--- config.mk ---
export PLATFORM = sky130hd
export DESIGN_NAME = ist_bank
export DESIGN_NICKNAME = d
export VERILOG_FILES = /design/src/ist_pkg.sv /design/src/ist_bank.sv
export SDC_FILE = /design/constraint.sdc
export NUM_CORES = 2
export LEC_CHECK = 0
export ABC_AREA = 1
export BUFFER_PORTS_ARGS = -buffer_cell sky130_fd_sc_hd__buf_2
export CELL_PAD_IN_SITES_DETAIL_PLACEMENT = 0
export CELL_PAD_IN_SITES_GLOBAL_PLACEMENT = 1
export CORE_ASPECT_RATIO = 2
export CORE_UTILIZATION = 35
export DETAILED_ROUTE_END_ITERATION = 6
export PLACE_DENSITY = 0.6
export SLEW_MARGIN = 15
export SYNTH_ARGS = -nofsm -noshare
export SYNTH_HDL_FRONTEND = slang
export SYNTH_SLANG_ARGS = --single-unit
--- constraint.sdc ---
create_clock -name clk -period 11.18 [get_ports clk]
set_input_delay 1.118 -clock clk [delete_from_list [all_inputs] [get_ports clk]]
set_output_delay 1.118 -clock clk [all_outputs]
set_load 0.005 [all_outputs]
--- src/ist_pkg.sv ---
// ist_pkg: shared constants of the interval set table.
// Command codes and default sizes. No dependencies.
package ist_pkg;

    // command codes carried in s_tuser
    localparam logic [1:0] CMD_INSERT   = 2'd0;
    localparam logic [1:0] CMD_ERASE    = 2'd1;
    localparam logic [1:0] CMD_CONTAINS = 2'd2;
    localparam logic [1:0] CMD_MEX      = 2'd3;

    // status codes carried in m_tuser
    localparam logic STAT_DONE     = 1'b0;
    localparam logic STAT_OVERFLOW = 1'b1;

    // fixed field widths of the stream payload
    localparam int FIELD_W = 32;
    localparam int TOTAL_W = 7;

    // default sizes
    localparam int MAX_INTERVALS_DEF = 64;
    localparam int VALUE_BITS_DEF    = 32;

endpackage

--- src/ist_bank.sv ---
// ist_bank: one bank of interval storage, low and high ends side by side.
// One write port, one read port with registered read data. Uses ist_pkg.
module ist_bank
    import ist_pkg::*;
#(
    parameter int DEPTH = MAX_INTERVALS_DEF,
    parameter int W     = 2 * VALUE_BITS_DEF
)
(
    input  logic                     clk,
    input  logic                     we,
    input  logic [$clog2(DEPTH)-1:0] waddr,
    input  logic [W-1:0]             wdata,
    input  logic                     re,
    input  logic [$clog2(DEPTH)-1:0] raddr,
    output logic [W-1:0]             rdata
);

    logic [W-1:0] mem [DEPTH];

    // write port
    always_ff @(posedge clk)
    begin
        if (we)
        begin
            mem[waddr] <= wdata;
        end
    end

    // registered read port
    always_ff @(posedge clk)
    begin
        if (re)
        begin
            rdata <= mem[raddr];
        end
    end

endmodule

======== Yosys cells after proc, flatten, opt, wreduce, memory -nomap -nowiden ========
Memory sizes are Yosys's and may differ from the RTL's. A register that Yosys moved wholly into a read port is not among the register bits.
Index checks and enable logic that the tools add are counted.
cells by class
  multiplexer cells ....................... 2
operators with widths
  operator  number
  $mux W1   2
storage, ports and cells
  bits in registers ....................... 0
  bits in writable memories ............... 4,096
  bits of input ports ..................... 79
  output and inout bits ................... 64
  logic and storage cells ................. 3
  memories kept ........................... 1
memories
  memory  words  bits a word  read ports  clocked after Yosys merged registers in  write ports  line            source
  mem     64     64           1           1                                        1            ist_bank.sv:19  logic [W-1:0] mem [DEPTH];

======== Depth between registers and ports, before layout ========
  depth after elaboration ................. 2
  gate-level depth with buffers ........... 13
  mapped depth without buffers ............ 9

======== Worst setup path before layout ========
No wires, ideal clock.
  path kind ............................... input-to-reg
  start point ............................. input port we
  end point ............................... memory mem[48][0] (netlist name) (enable)
  arrival ................................. 7.754 ns
  slack ................................... 2.780 ns
  cell stages on the path ................. 3
  cells stage by stage .................... clkbuf_1 > nand4_1 > nor4_1
on the way
  cells in the longest elaborated chain, start to end .. 2
RTL lines
  item                           line            source
  start: declaration             ist_bank.sv:11  input logic we,
  $mux W1                        ist_bank.sv:24  if (we)
  $mux W1 (implied by the code)  ist_bank.sv:26  mem[waddr] <= wdata;
  end: declaration               ist_bank.sv:19
Every way passes these cells.

==> reports/metrics.csv <==
stage,metric,value,unit
outcome,status,"complete, no violations",
die,die_w,489,um
route,avgRoutedWirePerCell,29.2,um
sta,fmax,228,MHz
power,combPwrFrac,6.0,%
cts,cts.sinks,4160,
worst_setup_path,endpoint_kind,flip-flop,
die,die_height,976,um
sta,final-setup-viol-count,0,
worst_setup_path,cp_max_fo,124,
final_layout,area_growth_syn_to_layout,11.0,%
power,p_sw_share,23.2,%
global_routing,grtUsageTotal,23.9,%
global_routing,grt_max_degree,195,
synthesis,ys.warnings.count,0,
sta,hold_ws,625,ps
worst_setup_path,cp.arrival,5250,ps
global_routing,grt_pass1_vias,104235,
cts,clk_latency,980,ps
cts,cts_tree,done,
global_routing,grt_pass1_wl,813,mm
global_routing,grt_antenna_before_repair,43,
route,routed_via_density,5.45,
sta,finalHoldViolations,0,
sta,post-route-min-period,4390,ps
sta,fin_crit_sh,39.3,%
die,start_util,35.1,%
cts,cts-root-buf,clkbuf_16,
worst_setup_path,critPathKind,input port to flip-flop,
final_layout,nets,13388,
power,p_per_area,172,nW/um2
route,route.detailed.drc,0,
die,rows,357,
power,p_int,24.3,mW
final_layout,ff_latch_area,125000,um2
power,leakagePower,63.2,nW
route,drtAntennaViolNets,0,
synthesis,syn-instance-count,13405,
sta,drv_slew,0,
die,die_area,477000,um2
route,first_pass_iters,6,
power,clkPwrFrac,39.2,%
power,switchingPower,7.37,mW
route,vias,108373,
final_layout,mostFrequentLayoutCells,"4416 x nand2_1, 4160 x edfxtp_1, 3847 x nand3_1",
cts,clockBufferDepth,4,
placement,port_buffers,142,
sta,rsz0062_at_grt,no,
synthesis,ys_types,15,
global_routing,overflow,0,
cts,cts-resized-gates,0,
cts,cts_buffers,359,
final_layout,mostFrequentLayoutCell,nand2_1,
route,routed_wl,581,mm
sta,tightest_slew,1350,ps
power,seqPwrFrac,54.7,%
die,core_area,472000,um2
cts,htreeDepth,5,
final_layout,multiInputGateArea,36600,um2
power,peakVddDrop,0.121,mV
placement,routabilityCongestion,0.785,
die,io_pins,143,
sta,setup_tns,0,ps
flow_run,cap_violations,0,
synthesis,ys_seq_elements,4160,
cts,clkTransAtPathRegs,70,ps
sta,slew_headroom,8.93,%
cts,post_cts_buffers,0,
final_layout,drive_gt1_share,7.28,%
worst_setup_path,worstPathRequired,12030,ps
worst_setup_path,start_kind,input port,
route,drtIter0Drc,10868,
synthesis,syn_nets,13484,
synthesis,syn_area_per_cell,12.4,um2
synthesis,synth-seq-area-share,75.3,%
sta,worst_clock_skew,51.6,ps
cts,cts_hold_buffers,0,
placement,hpwl,293,mm
synthesis,synth_area,166000,um2
final_layout,n_fill_cell,45029,
hold_path,hp-class,input port to flip-flop,
worst_setup_path,r2r_slack,9370,ps
-- per-stage QoR --
stage / std cells / util (%) / setup slack [ps] / power (mW) / cell area, um2
after floorplan: 13405 / - / 2780 / 18.7 / 166000
after global placement: 19228 / 36.6 / 5700 / 19.6 / 173000
after detailed placement: 19229 / 36.6 / 5680 / 19.6 / 173000
after CTS: 19868 / 39.0 / 6740 / 31.9 / 184000
after global routing: 19878 / 39.0 / 6500 / 32.5 / 184000
final: 19886 / 39.0 / 6790 / 31.7 / 184000
-- per-layer routing --
layer  track usage [%]  wire (um)  up-vias
met1              29.9     228000    56317
met5                 0        115        -
met4              8.70      23300       18
met2              42.4     299000     3563
li1                  -          -    47611
met3              2.38      31400      864
-- registers in the layout, summed over array words and instances (netlist names) --
signal,flops
rdata,64
mem,4096
-- cells by family (layout without fill, tap and decap cells) --
group,after synthesis,count (layout),synth area share [%]
flip-flops,4160,4160,75.3
buffers and inverters,909,1091,2.94
other,0,17,0
AND/OR/NAND/NOR,8336,8336,21.8
-- final timing paths --
kind               startpoint     endpoint  cells after the start
setup reg to reg  mem[18][40]    rdata[40]                      8
hold / removal      wdata[14]  mem[20][14]                      1
setup / recovery     raddr[0]    rdata[48]                     12
hold reg to reg    mem[8][49]    rdata[49]                      8
-- Yosys cell counts, drive strengths merged --
| cell type | n | area, um2 |
|---|---|---|
| nand2 | 4416 | 16600 |
| clkbuf | 147 | 552 |
| nand3 | 3847 | 19300 |
| edfxtp | 4160 | 125000 |
| inv | 12 | 50.1 |
| nor2 | 56 | 210 |
| buf | 750 | 4280 |
| nand4 | 9 | 56.3 |
| nor4 | 8 | 50.1 |
-- power by group through the flow --
| stage | Clock (mW) | Combinational [mW] | Sequential, mW |
|---|---|---|---|
| 2_1_floorplan | 0 | 1.07 | 17.7 |
| 3_3_place_gp | 0 | 1.92 | 17.7 |
| 3_5_place_dp | 0 | 1.93 | 17.7 |
| 4_1_cts | 12.6 | 1.93 | 17.4 |
| 5_1_grt | 13.1 | 2.08 | 17.4 |
| 6_report | 12.4 | 1.91 | 17.4 |
-- cell type report --
type | instances | area share, %
sequential | 4160 | 67.8
multi-input combinational | 8336 | 19.9
clock buffer | 451 | 5.17
tap | 6282 | 4.27
timing repair buffer | 440 | 1.86
clock inverter | 188 | 0.892
inverter | 12 | 0.0571
antenna | 17 | 0.0231
-- worst max-delay path, cell delays in order --
cell and delay [ps]:
buf_12 390, buf_12 560, buf_4 740, buf_4 870
nand2_1 100, nand3_1 120, nand3_1 100, nand3_1 120
nand3_1 240, nand2_1 370, nand2_1 120, nand2_1 100
Power figures use the tool's default switching activity.
